## src/rtl/hrmc_pkg.sv

```systemverilog
// Package for the pressure relay menu controller: constants, state types, channel payloads.
// No dependencies.
`default_nettype none
package hrmc_pkg;
    localparam int WINDOW_DEF      = 50;
    localparam int SAMPLE_BITS_DEF = 10;
    localparam int UPPER_MAX_DEF   = 120;
    localparam int LOWER_MAX_DEF   = 118;
    localparam int SAMPLE_W        = SAMPLE_BITS_DEF;
    localparam int TICK_W          = 14;
    localparam int SP_W            = 7;
    localparam int CFG_IDX_W       = 3;
    localparam int CFG_DATA_W      = 14;

    localparam logic [2:0] CFG_HOLD   = 3'd0;
    localparam logic [2:0] CFG_REPEAT = 3'd1;
    localparam logic [2:0] CFG_BLINK  = 3'd2;
    localparam logic [2:0] CFG_CALIB  = 3'd3;
    localparam logic [2:0] CFG_SSHOW  = 3'd4;
    localparam logic [2:0] CFG_SDARK  = 3'd5;
    localparam logic [2:0] CFG_COARSE = 3'd6;
    localparam logic [2:0] CFG_GAP    = 3'd7;

    localparam logic [7:0] PAT_A = 8'b01010101;
    localparam logic [7:0] PAT_B = 8'b10101010;

    typedef enum logic [1:0] {LV_OFF = 2'd0, LV_ON = 2'd1, LV_ASLEEP = 2'd2} level_t;

    typedef enum logic [4:0] {
        M_PRESS = 5'd0, M_UP = 5'd1, M_UP_FINE = 5'd2, M_UP_COARSE = 5'd3,
        M_LO = 5'd4, M_LO_FINE = 5'd5, M_LO_COARSE = 5'd6, M_CAL = 5'd7,
        M_CAL_A = 5'd8, M_CAL_B = 5'd9, M_CAL_DONE = 5'd10, M_TEST_A = 5'd11,
        M_TEST_B = 5'd12, M_TEST_C = 5'd13, M_TEST_D = 5'd14, M_SHOW = 5'd15,
        M_SLEEP_LIT = 5'd16, M_SLEEP_DARK = 5'd17
    } menu_t;

    typedef enum logic [2:0] {
        SQ_IDLE, SQ_RING, SQ_AVG, SQ_MENU, SQ_DIV_PCT, SQ_OUT
    } seq_t;

    typedef struct packed {
        logic                sample_valid;
        logic [SAMPLE_W-1:0] sample;
        logic                select_pressed;
        logic                up_pressed;
        logic                down_pressed;
    } tick_t;

    typedef struct packed {
        logic [7:0] display_byte;
        logic [2:0] mode_leds;
        logic       relay_on;
    } show_t;

    typedef struct packed {
        logic        start;
        logic [23:0] dividend;
        logic [15:0] divisor;
    } div_req_t;

    typedef struct packed {
        logic        done;
        logic [23:0] quotient;
    } div_rsp_t;
endpackage
`default_nettype wire

```

## src/rtl/hrmc_if.sv

```systemverilog
// Valid/ready channel interface carrying one payload struct.
// Depends on nothing; payload type given as parameter.
`default_nettype none
interface hrmc_if #(parameter type payload_t = logic) (input wire logic clk);
    logic     valid;
    logic     ready;
    payload_t data;
    modport source (output valid, output data, input ready);
    modport sink   (input valid, input data, output ready);
endinterface
`default_nettype wire

```

## src/rtl/hysteresis_relay_menu_controller.sv

```systemverilog
// Top level: tick sequencer, sample ring memory, relay and menu logic.
// Depends on hrmc_pkg, hrmc_if, hrmc_div.
//
// Each tick item passes through the sequencer states in order: SQ_RING updates the
// ring memory and window sum, SQ_AVG forms the window average by reciprocal
// multiply, SQ_MENU does the relay and menu update, loads the output register and
// starts the 24-step divider for the percent of full scale, SQ_DIV_PCT waits for
// the quotient, and SQ_OUT raises the result valid. With a zero full scale the
// divide is skipped. The input is not ready while an item is in progress or while
// a result waits. After reset a clearing pass writes every ring memory entry
// before the first item is taken; configuration writes are taken at any time.
`default_nettype none
module hysteresis_relay_menu_controller #(
    parameter int WINDOW      = hrmc_pkg::WINDOW_DEF,
    parameter int UPPER_MAX   = hrmc_pkg::UPPER_MAX_DEF,
    parameter int LOWER_MAX   = hrmc_pkg::LOWER_MAX_DEF
) (
    input  wire logic clk,
    input  wire logic rst_n,
    hrmc_if.sink      in_ch,
    hrmc_if.source    out_ch,
    input  wire logic                              cfg_we,
    input  wire logic [hrmc_pkg::CFG_IDX_W-1:0]    cfg_index,
    input  wire logic [hrmc_pkg::CFG_DATA_W-1:0]   cfg_data
);
    import hrmc_pkg::*;
    localparam int SAMPLE_BITS = SAMPLE_BITS_DEF;
    localparam int PW = $clog2(WINDOW);
    localparam logic [SAMPLE_W-1:0] SINIT = SAMPLE_W'(1 << (SAMPLE_BITS - 1));
    localparam logic [15:0] SUM_INIT = 16'(WINDOW * (1 << (SAMPLE_BITS - 1)));
    localparam logic [SAMPLE_W-1:0] SMASK = SAMPLE_W'((1 << SAMPLE_BITS) - 1);
    localparam logic [PW-1:0] LAST = PW'(WINDOW - 1);
    localparam logic [SP_W-1:0] UMAX = SP_W'(UPPER_MAX);
    localparam logic [SP_W-1:0] LMAX = SP_W'(LOWER_MAX);
    // floor(sum / WINDOW) as (sum * RECIP) >> RECIP_SH, exact for 16-bit sums
    localparam int RECIP_SH = 22;
    localparam logic [21:0] RECIP = 22'(((1 << RECIP_SH) + WINDOW - 1) / WINDOW);

    // config registers
    logic [TICK_W-1:0] hold_reg, rep_reg, blink_reg, calib_reg, sshow_reg, sdark_reg;
    logic [3:0] coarse_reg, gap_reg;

    always_ff @(posedge clk or negedge rst_n)
    begin
        if (!rst_n)
        begin
            hold_reg   <= 14'd5000;
            rep_reg    <= 14'd1000;
            blink_reg  <= 14'd500;
            calib_reg  <= 14'd2500;
            sshow_reg  <= 14'd10000;
            sdark_reg  <= 14'd1000;
            coarse_reg <= 4'd5;
            gap_reg    <= 4'd2;
        end
        else if (cfg_we)
        begin
            case (cfg_index)
                CFG_HOLD:   hold_reg   <= cfg_data;
                CFG_REPEAT: rep_reg    <= cfg_data;
                CFG_BLINK:  blink_reg  <= cfg_data;
                CFG_CALIB:  calib_reg  <= cfg_data;
                CFG_SSHOW:  sshow_reg  <= cfg_data;
                CFG_SDARK:  sdark_reg  <= cfg_data;
                CFG_COARSE: coarse_reg <= cfg_data[3:0];
                CFG_GAP:    gap_reg    <= cfg_data[3:0];
                default:    ;
            endcase
        end
    end

    // sample ring memory
    logic [SAMPLE_W-1:0] ring_mem [WINDOW];
    logic [SAMPLE_W-1:0] ring_rd;
    logic                ring_we;
    logic [PW-1:0]       ring_wa;
    logic [SAMPLE_W-1:0] ring_wd;
    logic [PW-1:0]       ptr_reg, ptr_next;

    always_ff @(posedge clk)
    begin
        if (ring_we)
            ring_mem[ring_wa] <= ring_wd;
        ring_rd <= ring_mem[ptr_reg];
    end

    // state
    seq_t   sq_reg, sq_next;
    level_t lv_reg, lv_next;
    menu_t  mn_reg, mn_next;
    logic [SP_W-1:0]     up_reg, up_next, lo_reg, lo_next;
    logic [SAMPLE_W-1:0] fs_reg, fs_next;
    logic [15:0]         sum_reg, sum_next;
    logic [7:0]          pct_reg, pct_next;
    logic                selp_reg, selp_next, sreq_reg, sreq_next;
    logic [TICK_W-1:0]   fast_reg, fast_next, slow_reg, slow_next;
    logic                clr_reg, clr_next;
    logic [PW-1:0]       clr_cnt_reg, clr_cnt_next;
    logic [SAMPLE_W-1:0] avg_reg, avg_next;
    logic [37:0]         avg_prod;
    logic [10:0]         ob_reg, ob_next;
    logic                ov_reg, ov_next;
    logic [SAMPLE_W-1:0] smp_reg, smp_next;
    logic                sv_reg, sv_next, sel_lv_reg, sel_lv_next;
    logic                bu_reg, bu_next, bd_reg, bd_next;

    div_req_t dreq;
    div_rsp_t drsp;
    hrmc_div u_div (.clk(clk), .rst_n(rst_n), .req(dreq), .rsp(drsp));

    assign avg_prod = 38'(sum_reg) * 38'(RECIP);

    // setpoint step helpers (signed 9-bit math)
    logic signed [8:0] su_u, su_l, sl_l, sl_u;
    logic signed [8:0] dlt, g9;
    logic [7:0] disp;
    logic [2:0] leds;
    logic       relay, sel, held, coarse, isup;
    logic [TICK_W-1:0] fdec, sdec;

    always_comb
    begin
        g9   = $signed({5'd0, gap_reg});
        sq_next = sq_reg; lv_next = lv_reg; mn_next = mn_reg;
        up_next = up_reg; lo_next = lo_reg; fs_next = fs_reg;
        sum_next = sum_reg; pct_next = pct_reg; selp_next = selp_reg;
        sreq_next = sreq_reg; fast_next = fast_reg; slow_next = slow_reg;
        clr_next = clr_reg; clr_cnt_next = clr_cnt_reg; avg_next = avg_reg;
        ob_next = ob_reg; ov_next = ov_reg; ptr_next = ptr_reg;
        smp_next = smp_reg; sv_next = sv_reg; sel_lv_next = sel_lv_reg;
        bu_next = bu_reg; bd_next = bd_reg;
        ring_we = 1'b0; ring_wa = ptr_reg; ring_wd = smp_reg;
        dreq = '0;
        disp = '0; leds = '0; relay = 1'b0; sel = 1'b0; held = 1'b0;
        coarse = 1'b0; isup = 1'b0; dlt = '0;
        su_u = '0; su_l = '0; sl_l = '0; sl_u = '0;
        fdec = (fast_reg != '0) ? fast_reg - 14'd1 : '0;
        sdec = (slow_reg != '0) ? slow_reg - 14'd1 : '0;
        in_ch.ready = 1'b0;
        if (out_ch.ready)
            ov_next = 1'b0;

        if (clr_reg)
        begin
            ring_we = 1'b1;
            ring_wa = clr_cnt_reg;
            ring_wd = SINIT;
            clr_cnt_next = clr_cnt_reg + PW'(1);
            if (clr_cnt_reg == LAST)
                clr_next = 1'b0;
        end

        case (sq_reg)
            SQ_IDLE:
            begin
                in_ch.ready = !clr_reg && !ov_reg;
                if (in_ch.valid && !clr_reg && !ov_reg)
                begin
                    smp_next    = in_ch.data.sample & SMASK;
                    sv_next     = in_ch.data.sample_valid;
                    sel_lv_next = in_ch.data.select_pressed;
                    bu_next     = in_ch.data.up_pressed;
                    bd_next     = in_ch.data.down_pressed;
                    sq_next     = SQ_RING;
                end
            end
            SQ_RING:
            begin
                // ring_rd holds the oldest entry at ptr_reg
                if (sv_reg)
                begin
                    sum_next = sum_reg + 16'(smp_reg) - 16'(ring_rd);
                    ring_we  = 1'b1;
                    ring_wa  = ptr_reg;
                    ring_wd  = smp_reg;
                    ptr_next = (ptr_reg == LAST) ? '0 : ptr_reg + PW'(1);
                end
                sq_next = SQ_AVG;
            end
            SQ_AVG:
            begin
                avg_next = avg_prod[RECIP_SH +: SAMPLE_W];
                sq_next  = SQ_MENU;
            end
            SQ_MENU:
            begin
                fast_next = fdec;
                slow_next = sdec;
                sel  = sel_lv_reg && !selp_reg;
                selp_next = sel_lv_reg;
                held = bu_reg != bd_reg;

                case (lv_reg)
                    LV_OFF:
                        if ({1'b0, pct_reg} > {2'd0, up_reg}) lv_next = LV_ON;
                        else if (sreq_reg) lv_next = LV_ASLEEP;
                    LV_ON:
                    begin
                        relay = 1'b1;
                        if ({1'b0, pct_reg} < {2'd0, lo_reg}) lv_next = LV_OFF;
                        else if (sreq_reg) lv_next = LV_ASLEEP;
                    end
                    LV_ASLEEP:
                        if (!sreq_reg) lv_next = LV_OFF;
                    default: lv_next = LV_OFF;
                endcase

                case (mn_reg)
                    M_PRESS:
                    begin
                        disp = pct_reg; leds = 3'd1;
                        if (sel) mn_next = M_UP;
                    end
                    M_UP, M_LO:
                    begin
                        disp = {1'b0, (mn_reg == M_UP) ? up_reg : lo_reg};
                        leds = (mn_reg == M_UP) ? 3'd2 : 3'd3;
                        if (sel) mn_next = (mn_reg == M_UP) ? M_LO : M_CAL;
                        else if (held)
                        begin
                            slow_next = hold_reg;
                            fast_next = rep_reg;
                            mn_next = (mn_reg == M_UP) ? M_UP_FINE : M_LO_FINE;
                        end
                    end
                    M_UP_FINE, M_UP_COARSE, M_LO_FINE, M_LO_COARSE:
                    begin
                        isup   = (mn_reg == M_UP_FINE) || (mn_reg == M_UP_COARSE);
                        coarse = (mn_reg == M_UP_COARSE) || (mn_reg == M_LO_COARSE);
                        disp = {1'b0, isup ? up_reg : lo_reg};
                        leds = isup ? 3'd2 : 3'd3;
                        if (!held)
                        begin
                            if (isup)
                            begin
                                fast_next = '0;
                                slow_next = '0;
                            end
                            mn_next = isup ? M_UP : M_LO;
                        end
                        else if (fdec == '0)
                        begin
                            dlt = coarse ? $signed({5'd0, coarse_reg}) : 9'sd1;
                            if (!bu_reg) dlt = -dlt;
                            fast_next = rep_reg;
                            if (isup)
                            begin
                                su_u = $signed({2'd0, up_reg}) + dlt;
                                if (su_u < g9) su_u = g9;
                                if (su_u > $signed({2'd0, UMAX})) su_u = $signed({2'd0, UMAX});
                                su_l = $signed({2'd0, lo_reg});
                                if (su_l + g9 > su_u) su_l = (su_u >= g9) ? su_u - g9 : 9'sd0;
                                up_next = su_u[SP_W-1:0];
                                lo_next = su_l[SP_W-1:0];
                            end
                            else
                            begin
                                sl_l = $signed({2'd0, lo_reg}) + dlt;
                                if (sl_l > $signed({2'd0, LMAX})) sl_l = $signed({2'd0, LMAX});
                                if (sl_l < 9'sd0) sl_l = 9'sd0;
                                sl_u = $signed({2'd0, up_reg});
                                if (sl_l + g9 > sl_u)
                                begin
                                    sl_u = sl_l + g9;
                                    if (sl_u > $signed({2'd0, UMAX})) sl_u = $signed({2'd0, UMAX});
                                    if (sl_l + g9 > sl_u) sl_l = (sl_u >= g9) ? sl_u - g9 : 9'sd0;
                                end
                                up_next = sl_u[SP_W-1:0];
                                lo_next = sl_l[SP_W-1:0];
                            end
                        end
                        else if (!coarse && sdec == '0)
                        begin
                            slow_next = '0;
                            fast_next = rep_reg;
                            mn_next = isup ? M_UP_COARSE : M_LO_COARSE;
                        end
                    end
                    M_CAL, M_CAL_A, M_CAL_B:
                    begin
                        disp = (mn_reg == M_CAL) ? 8'd0 : ((mn_reg == M_CAL_A) ? 8'd1 : 8'd3);
                        leds = 3'd4;
                        if (sel)
                        begin
                            mn_next = M_TEST_A; slow_next = blink_reg;
                        end
                        else if (mn_reg == M_CAL)
                        begin
                            if (bu_reg)
                            begin
                                slow_next = calib_reg; mn_next = M_CAL_A;
                            end
                        end
                        else if (bu_reg && sdec == '0)
                        begin
                            if (mn_reg == M_CAL_A)
                            begin
                                slow_next = calib_reg; mn_next = M_CAL_B;
                            end
                            else
                            begin
                                slow_next = '0; mn_next = M_CAL_DONE;
                            end
                        end
                        else if (!bu_reg) mn_next = M_CAL;
                    end
                    M_CAL_DONE:
                    begin
                        leds = 3'd4;
                        fs_next = avg_reg & SMASK;
                        mn_next = M_PRESS;
                    end
                    M_TEST_A, M_TEST_B, M_TEST_C, M_TEST_D:
                    begin
                        disp = (mn_reg == M_TEST_A || mn_reg == M_TEST_D) ? PAT_A : PAT_B;
                        leds = (mn_reg == M_TEST_D) ? 3'd2 : 3'd5;
                        if (sel) mn_next = M_SHOW;
                        else if (sdec == '0)
                        begin
                            slow_next = blink_reg;
                            mn_next = (mn_reg == M_TEST_A) ? M_TEST_B :
                                      ((mn_reg == M_TEST_C) ? M_TEST_D : M_TEST_C);
                        end
                    end
                    M_SHOW:
                    begin
                        disp = pct_reg; leds = 3'd6;
                        if (bd_reg)
                        begin
                            mn_next = M_SLEEP_LIT; slow_next = sshow_reg;
                        end
                        else if (sel) mn_next = M_PRESS;
                    end
                    M_SLEEP_LIT, M_SLEEP_DARK:
                    begin
                        leds = (mn_reg == M_SLEEP_LIT) ? 3'd6 : 3'd0;
                        sreq_next = 1'b1;
                        if (sel)
                        begin
                            sreq_next = 1'b0; mn_next = M_PRESS;
                        end
                        if (sdec == '0)
                        begin
                            if (mn_reg == M_SLEEP_LIT)
                            begin
                                slow_next = sdark_reg; mn_next = M_SLEEP_DARK;
                            end
                            else
                            begin
                                slow_next = sshow_reg; mn_next = M_SLEEP_LIT;
                            end
                        end
                    end
                    default: mn_next = M_PRESS;
                endcase

                ob_next = {disp, leds};
                ov_next = 1'b0;
                if (fs_next == '0)
                begin
                    pct_next = 8'd255;
                    sq_next = SQ_OUT;
                end
                else
                begin
                    dreq.start    = 1'b1;
                    dreq.dividend = 24'(avg_reg) * 24'd100;
                    dreq.divisor  = 16'(fs_next);
                    sq_next = SQ_DIV_PCT;
                end
            end
            SQ_DIV_PCT:
            begin
                if (drsp.done)
                begin
                    pct_next = (drsp.quotient > 24'd255) ? 8'd255 : drsp.quotient[7:0];
                    sq_next = SQ_OUT;
                end
            end
            SQ_OUT:
            begin
                if (!ov_reg)
                begin
                    ov_next = 1'b1;
                    sq_next = SQ_IDLE;
                end
            end
            default: sq_next = SQ_IDLE;
        endcase
    end

    // relay bit is captured at menu time
    logic relay_reg, relay_next;
    assign relay_next = (sq_reg == SQ_MENU) ? relay : relay_reg;

    always_ff @(posedge clk or negedge rst_n)
    begin
        if (!rst_n)
        begin
            sq_reg <= SQ_IDLE; lv_reg <= LV_ASLEEP; mn_reg <= M_SLEEP_LIT;
            up_reg <= 7'd110; lo_reg <= 7'd108; fs_reg <= SINIT;
            sum_reg <= SUM_INIT; pct_reg <= 8'd100; selp_reg <= 1'b0;
            sreq_reg <= 1'b0; fast_reg <= '0; slow_reg <= '0;
            clr_reg <= 1'b1; clr_cnt_reg <= '0; ptr_reg <= '0; ov_reg <= 1'b0;
        end
        else
        begin
            sq_reg <= sq_next; lv_reg <= lv_next; mn_reg <= mn_next;
            up_reg <= up_next; lo_reg <= lo_next; fs_reg <= fs_next;
            sum_reg <= sum_next; pct_reg <= pct_next; selp_reg <= selp_next;
            sreq_reg <= sreq_next; fast_reg <= fast_next; slow_reg <= slow_next;
            clr_reg <= clr_next; clr_cnt_reg <= clr_cnt_next; ptr_reg <= ptr_next;
            ov_reg <= ov_next;
        end
    end

    always_ff @(posedge clk)
    begin
        avg_reg <= avg_next; ob_reg <= ob_next; smp_reg <= smp_next;
        sv_reg <= sv_next; sel_lv_reg <= sel_lv_next; bu_reg <= bu_next;
        bd_reg <= bd_next; relay_reg <= relay_next;
    end

    assign out_ch.valid             = ov_reg;
    assign out_ch.data.display_byte = ob_reg[10:3];
    assign out_ch.data.mode_leds    = ob_reg[2:0];
    assign out_ch.data.relay_on     = relay_reg;
endmodule
`default_nettype wire

```

## src/rtl/hrmc_div.sv

```systemverilog
// Restoring divider, one quotient bit per cycle.
// Depends on hrmc_pkg.
`default_nettype none
module hrmc_div (
    input  wire logic              clk,
    input  wire logic              rst_n,
    input  wire hrmc_pkg::div_req_t req,
    output hrmc_pkg::div_rsp_t     rsp
);
    import hrmc_pkg::*;
    logic [23:0] quo_reg, quo_next;
    logic [16:0] rem_reg, rem_next;
    logic [15:0] dvs_reg, dvs_next;
    logic [4:0]  cnt_reg, cnt_next;
    logic        busy_reg, busy_next, done_reg, done_next;
    logic [16:0] trial;

    always_comb
    begin
        quo_next  = quo_reg;
        rem_next  = rem_reg;
        dvs_next  = dvs_reg;
        cnt_next  = cnt_reg;
        busy_next = busy_reg;
        done_next = 1'b0;
        trial     = '0;
        if (req.start)
        begin
            quo_next  = req.dividend;
            rem_next  = '0;
            dvs_next  = req.divisor;
            cnt_next  = 5'd23;
            busy_next = 1'b1;
        end
        else if (busy_reg)
        begin
            trial = {rem_reg[15:0], quo_reg[23]};
            if (trial >= {1'b0, dvs_reg})
            begin
                rem_next = trial - {1'b0, dvs_reg};
                quo_next = {quo_reg[22:0], 1'b1};
            end
            else
            begin
                rem_next = trial;
                quo_next = {quo_reg[22:0], 1'b0};
            end
            cnt_next = cnt_reg - 5'd1;
            if (cnt_reg == 5'd0)
            begin
                busy_next = 1'b0;
                done_next = 1'b1;
            end
        end
    end

    always_ff @(posedge clk or negedge rst_n)
    begin
        if (!rst_n)
        begin
            busy_reg <= 1'b0;
            done_reg <= 1'b0;
            cnt_reg  <= '0;
        end
        else
        begin
            busy_reg <= busy_next;
            done_reg <= done_next;
            cnt_reg  <= cnt_next;
        end
    end

    always_ff @(posedge clk)
    begin
        quo_reg <= quo_next;
        rem_reg <= rem_next;
        dvs_reg <= dvs_next;
    end

    assign rsp.done     = done_reg;
    assign rsp.quotient = quo_reg;
endmodule
`default_nettype wire

```

## src/flat_wrapper.sv

```systemverilog
// flat-port wrapper written by rule: the top's interface ports become plain ports
module hysteresis_relay_menu_controller_flat import hrmc_pkg::*;
#(
    parameter int WINDOW      = hrmc_pkg::WINDOW_DEF,
    parameter int UPPER_MAX   = hrmc_pkg::UPPER_MAX_DEF,
    parameter int LOWER_MAX   = hrmc_pkg::LOWER_MAX_DEF
)
  (clk, rst_n, cfg_we, cfg_index, cfg_data, in_ch_valid, in_ch_data, in_ch_ready, out_ch_valid, out_ch_data, out_ch_ready);
  hrmc_if #(.payload_t(tick_t)) in_ch_i (.clk(clk));
  hrmc_if #(.payload_t(show_t)) out_ch_i (.clk(clk));
  input  wire logic clk;
  input  wire logic rst_n;
  input  wire logic cfg_we;
  input  wire logic [hrmc_pkg::CFG_IDX_W-1:0] cfg_index;
  input  wire logic [hrmc_pkg::CFG_DATA_W-1:0] cfg_data;
  input wire logic [$bits(in_ch_i.valid)-1:0] in_ch_valid;
  input wire logic [$bits(in_ch_i.data)-1:0] in_ch_data;
  output wire logic [$bits(in_ch_i.ready)-1:0] in_ch_ready;
  output wire logic [$bits(out_ch_i.valid)-1:0] out_ch_valid;
  output wire logic [$bits(out_ch_i.data)-1:0] out_ch_data;
  input wire logic [$bits(out_ch_i.ready)-1:0] out_ch_ready;
  assign in_ch_i.valid = in_ch_valid;
  assign in_ch_i.data = in_ch_data;
  assign in_ch_ready = in_ch_i.ready;
  assign out_ch_valid = out_ch_i.valid;
  assign out_ch_data = out_ch_i.data;
  assign out_ch_i.ready = out_ch_ready;
  hysteresis_relay_menu_controller #(.WINDOW(WINDOW), .UPPER_MAX(UPPER_MAX), .LOWER_MAX(LOWER_MAX)) u_core (.clk(clk), .rst_n(rst_n), .in_ch(in_ch_i), .out_ch(out_ch_i), .cfg_we(cfg_we), .cfg_index(cfg_index), .cfg_data(cfg_data));
endmodule
```

## config.mk

```make
export PLATFORM = sky130hd
export DESIGN_NAME = hysteresis_relay_menu_controller_flat
export DESIGN_NICKNAME = d
export VERILOG_FILES = /design/src/rtl/hrmc_pkg.sv /design/src/rtl/hrmc_if.sv /design/src/rtl/hysteresis_relay_menu_controller.sv /design/src/rtl/hrmc_div.sv /design/src/flat_wrapper.sv
export SDC_FILE = /design/constraint.sdc
export NUM_CORES = 2
export LEC_CHECK = 0
export BUFFER_PORTS_ARGS = -buffer_cell sky130_fd_sc_hd__buf_2
export CAP_MARGIN = 20
export CORE_MARGIN = 8
export CORE_UTILIZATION = 49
export CTS_CLUSTER_DIAMETER = 30
export CTS_CLUSTER_SIZE = 12
export DETAILED_ROUTE_END_ITERATION = 8
export GPL_TIMING_DRIVEN = 0
export HOLD_SLACK_MARGIN = 0.15
export PLACE_DENSITY_LB_ADDON = 0.15
export SYNTH_ARGS = -nofsm -noshare
export SYNTH_HDL_FRONTEND = slang
export SYNTH_SLANG_ARGS = --single-unit
```

## constraint.sdc

```tcl
create_clock -name clk -period 19.7 [get_ports clk]
set_input_delay 5.91 -clock clk [delete_from_list [all_inputs] [get_ports clk]]
set_output_delay 5.91 -clock clk [all_outputs]
set_load 0.01 [all_outputs]
```

==> results.sh <==
export IMPL_routed_wl_um=116000
export IMPL_yosysWarnings=0
export IMPL_worst_pin_slew_ns=1.16
export IMPL_max_freq_mhz=102
export IMPL_seq_area_um2=22700
export IMPL_hold_buffers=0
export IMPL_ctsResizeCount=0
export IMPL_synth_seq_cells=797
export IMPL_period_needed_ns=9.78
export IMPL_setup_tns_ns=0
export IMPL_grt_pass1_wl_um=180000
export IMPL_core_um2=88500
export IMPL_worst_setup_path_end_kind="register"
export IMPL_syn_area_um2=43800
export IMPL_io_pins=50
export IMPL_drive_gt1_share_pct=20.2
export IMPL_drt_initial_drc_count=2343
export IMPL_skew_ns=0.0631
export IMPL_cts_num_sinks=797
export IMPL_avgSynthCellArea_um2=13.0
export IMPL_synth_edff_count=570
export IMPL_setup_viol=0
export IMPL_grt_max_degree=108
export IMPL_max_cap_viol_count=0
export IMPL_numCtsBuffers=165
export IMPL_dieArea_um2=99200
export IMPL_vias=28992
export IMPL_synthDistinctLibCells=94
export IMPL_h_tree_depth=4
export IMPL_hpwlAfterDp_um=84000
export IMPL_viasPerCell=5.90
export IMPL_slowest_stage="nor3_1"
export IMPL_path_class="reg2reg"
export IMPL_syn_inst=3361
export IMPL_area_delta_synth_final_pct=18.6
export IMPL_largest_reg_flops=500
export IMPL_r2r_slack_ns=9.92
export IMPL_clk_latency_ns=0.77
export IMPL_chipWidth_um=315
export IMPL_fin_nets=4027
export IMPL_synth_async_reset_ratio_pct=25.2
export IMPL_synthesis_nets=3784
export IMPL_multiInputGateArea_um2=19500
export IMPL_grt_antenna_before_repair=0
export IMPL_crit_fanout=10
export IMPL_clk_pin_slew_ns=0.05
export IMPL_post_cts_buffers=0
export IMPL_crit_arrival_ns=10.46
export IMPL_start_kind="register"
export IMPL_first_pass_iters=5
export IMPL_grt_pass1_vias=30534
export IMPL_hold_violations=0
export IMPL_rsz0062_at_grt="false"
export IMPL_relSlewSlack_pct=22.2
export IMPL_cts_buffer_depth=3
export IMPL_clockRootBuffer="clkbuf_16"
export IMPL_fin_crit_sh_pct=49.7
export IMPL_cp_common_cell="ha_1"
export IMPL_cpPeakStageDelay_ns=0.56
export IMPL_cp_required_ns=20.38
export IMPL_hold_path_class="reg2reg"
export IMPL_synth_flop_cell="edfxtp_1"
export IMPL_status="finished clean"
export IMPL_fill_cells=6916
export IMPL_cts_tree="yes"
export IMPL_grt_overflow_total=0
export IMPL_fp_dieH_um=315
export IMPL_rows=109
export IMPL_n_antenna_cell=0
export IMPL_wire_per_inst_um=23.6
export IMPL_route_detailed_drc=0
export IMPL_io_buffers=49
export IMPL_synth_seq_area_share_pct=51.9
export IMPL_finalMaxSlewViolations=0
export IMPL_start_util_pct=49.5
export IMPL_place_gp_congestion=0.918
export IMPL_ant_nets=0
export IMPL_track_usage_pct=23.4
layer usage:
layer | up-vias | global-route usage [%] | wire [µm]
met2 | 1026 | 39.8 | 57100
met5 | - | 0 | 0
met1 | 14557 | 29.6 | 47400
met4 | 0 | 10.5 | 5060
met3 | 284 | 3.87 | 6580
li1 | 13125 | - | -
cells in the mapped netlist, drive strengths merged (7+ instances only):
master	instances	area share [%]
a211o	7	0.14
a211oi	32	0.60
a21o	35	0.60
a21oi	144	1.6
a221o	18	0.41
a221oi	21	0.43
a22oi	14	0.24
a31oi	19	0.27
and2	23	0.33
buf	29	0.30
clkbuf	104	0.89
dfrtp	146	8.3
dfstp	55	3.3
dfxtp	26	1.2
edfxtp	570	39
fa	118	5.4
ha	269	7.7
inv	291	2.5
mux2	118	3.0
mux2i	39	0.90
mux4	160	8.2
nand2	195	1.7
nand2b	28	0.40
nand3	60	0.69
nand3b	14	0.24
nand4	29	0.41
nor2	227	1.9
nor2b	30	0.43
nor3	59	0.67
nor3b	7	0.12
nor4	30	0.49
o211ai	9	0.15
o21a	26	0.45
o21ai	127	1.5
o221ai	8	0.16
o22ai	11	0.16
o31a	14	0.28
o31ai	25	0.44
or2	23	0.33
or3	22	0.31
xnor2	52	1.0
xor2	30	0.60
metrics by stage:
| step | setup slack, ns | util [%] | cells | hold WS, ns | area [µm²] |
|---|---|---|---|---|---|
| after CTS | 9.66 | 58.5 | 4905 | 0.488 | 51800 |
| final | 9.92 | 58.7 | 4913 | 0.480 | 51900 |
| after detailed placement | 9.67 | 51.8 | 4594 | 0.483 | 45900 |
| after floorplan | 11.80 | - | 3361 | 0.453 | 43800 |
| after global routing | 9.44 | 58.7 | 4913 | 0.496 | 51900 |
| after global placement | 9.10 | 51.4 | 4575 | 0.473 | 45500 |
placed cells by master (no fill, tap or decap), drive strengths merged, types with 22 or more instances in the layout:
cell      instances
mux2i            39
clkinvlp         26
mux4            160
dfxtp            26
a21o             35
or2              23
nand4            29
a211oi           32
nand2b           28
nor4             30
xor2             30
nand2           195
clkbuf          295
edfxtp          570
xnor2            52
clkinv           49
nand3            60
buf             104
o21a             26
nor3             59
nor2b            30
inv             319
dfrtp           146
dfstp            55
fa              118
nor2            227
o21ai           127
ha              269
and2             23
a21oi           144
or3              22
o31ai            25
mux2            118
worst paths after layout:
kind / cells past startpoint / from / to
hold / removal: 1 / u_core.u_div.quo_reg[0] / u_core.pct_reg[0]
setup / recovery: 37 / u_core.mn_reg[1] / u_core.lo_reg[0]
min in group asynchronous: 1 / rst_n / u_core.u_div.busy_reg
max in group asynchronous: 2 / rst_n / u_core.slow_reg[9]
hold reg to reg: 1 / u_core.u_div.quo_reg[0] / u_core.pct_reg[0]
setup reg to reg: 37 / u_core.mn_reg[1] / u_core.lo_reg[0]
worst max-delay path: cells and delay by family (launching register included):
kind | cells | cell delay [ns]
muxes | 1 | 0.34
DFF | 1 | 0.33
buffers and inverters | 5 | 1.19
and+or+nand+nor | 14 | 3.81
adders and majority gates | 6 | 1.63
AOI/OAI and AO/OA | 11 | 2.41
kinds of logic (layout without fill, tap and decap cells):
kind of cell | after synthesis | after routing | synth area share (%)
multiplexers | 317 | 317 | 12.2
adder cells (fa/ha/maj) | 387 | 387 | 13.1
flip-flops | 797 | 797 | 51.9
AO/OA/AOI/OAI | 573 | 573 | 8.77
buffers and inverters | 425 | 812 | 3.70
XOR/XNOR | 82 | 82 | 1.64
AND/OR/NAND/NOR | 780 | 780 | 8.69
final cells by class:
cell class	instances	share of cell area, %
tap	1165	2.81
sequential	797	43.8
clock inverter	121	2.90
buffer	133	1.01
timing repair buffer	76	1.28
inverter	292	2.11
multi-input combinational	2139	37.6
clock buffer	190	8.51
Power is left out: the tool's default activity adds up to more than one toggle a clock period on the data nets, which glitch-free logic cannot reach.
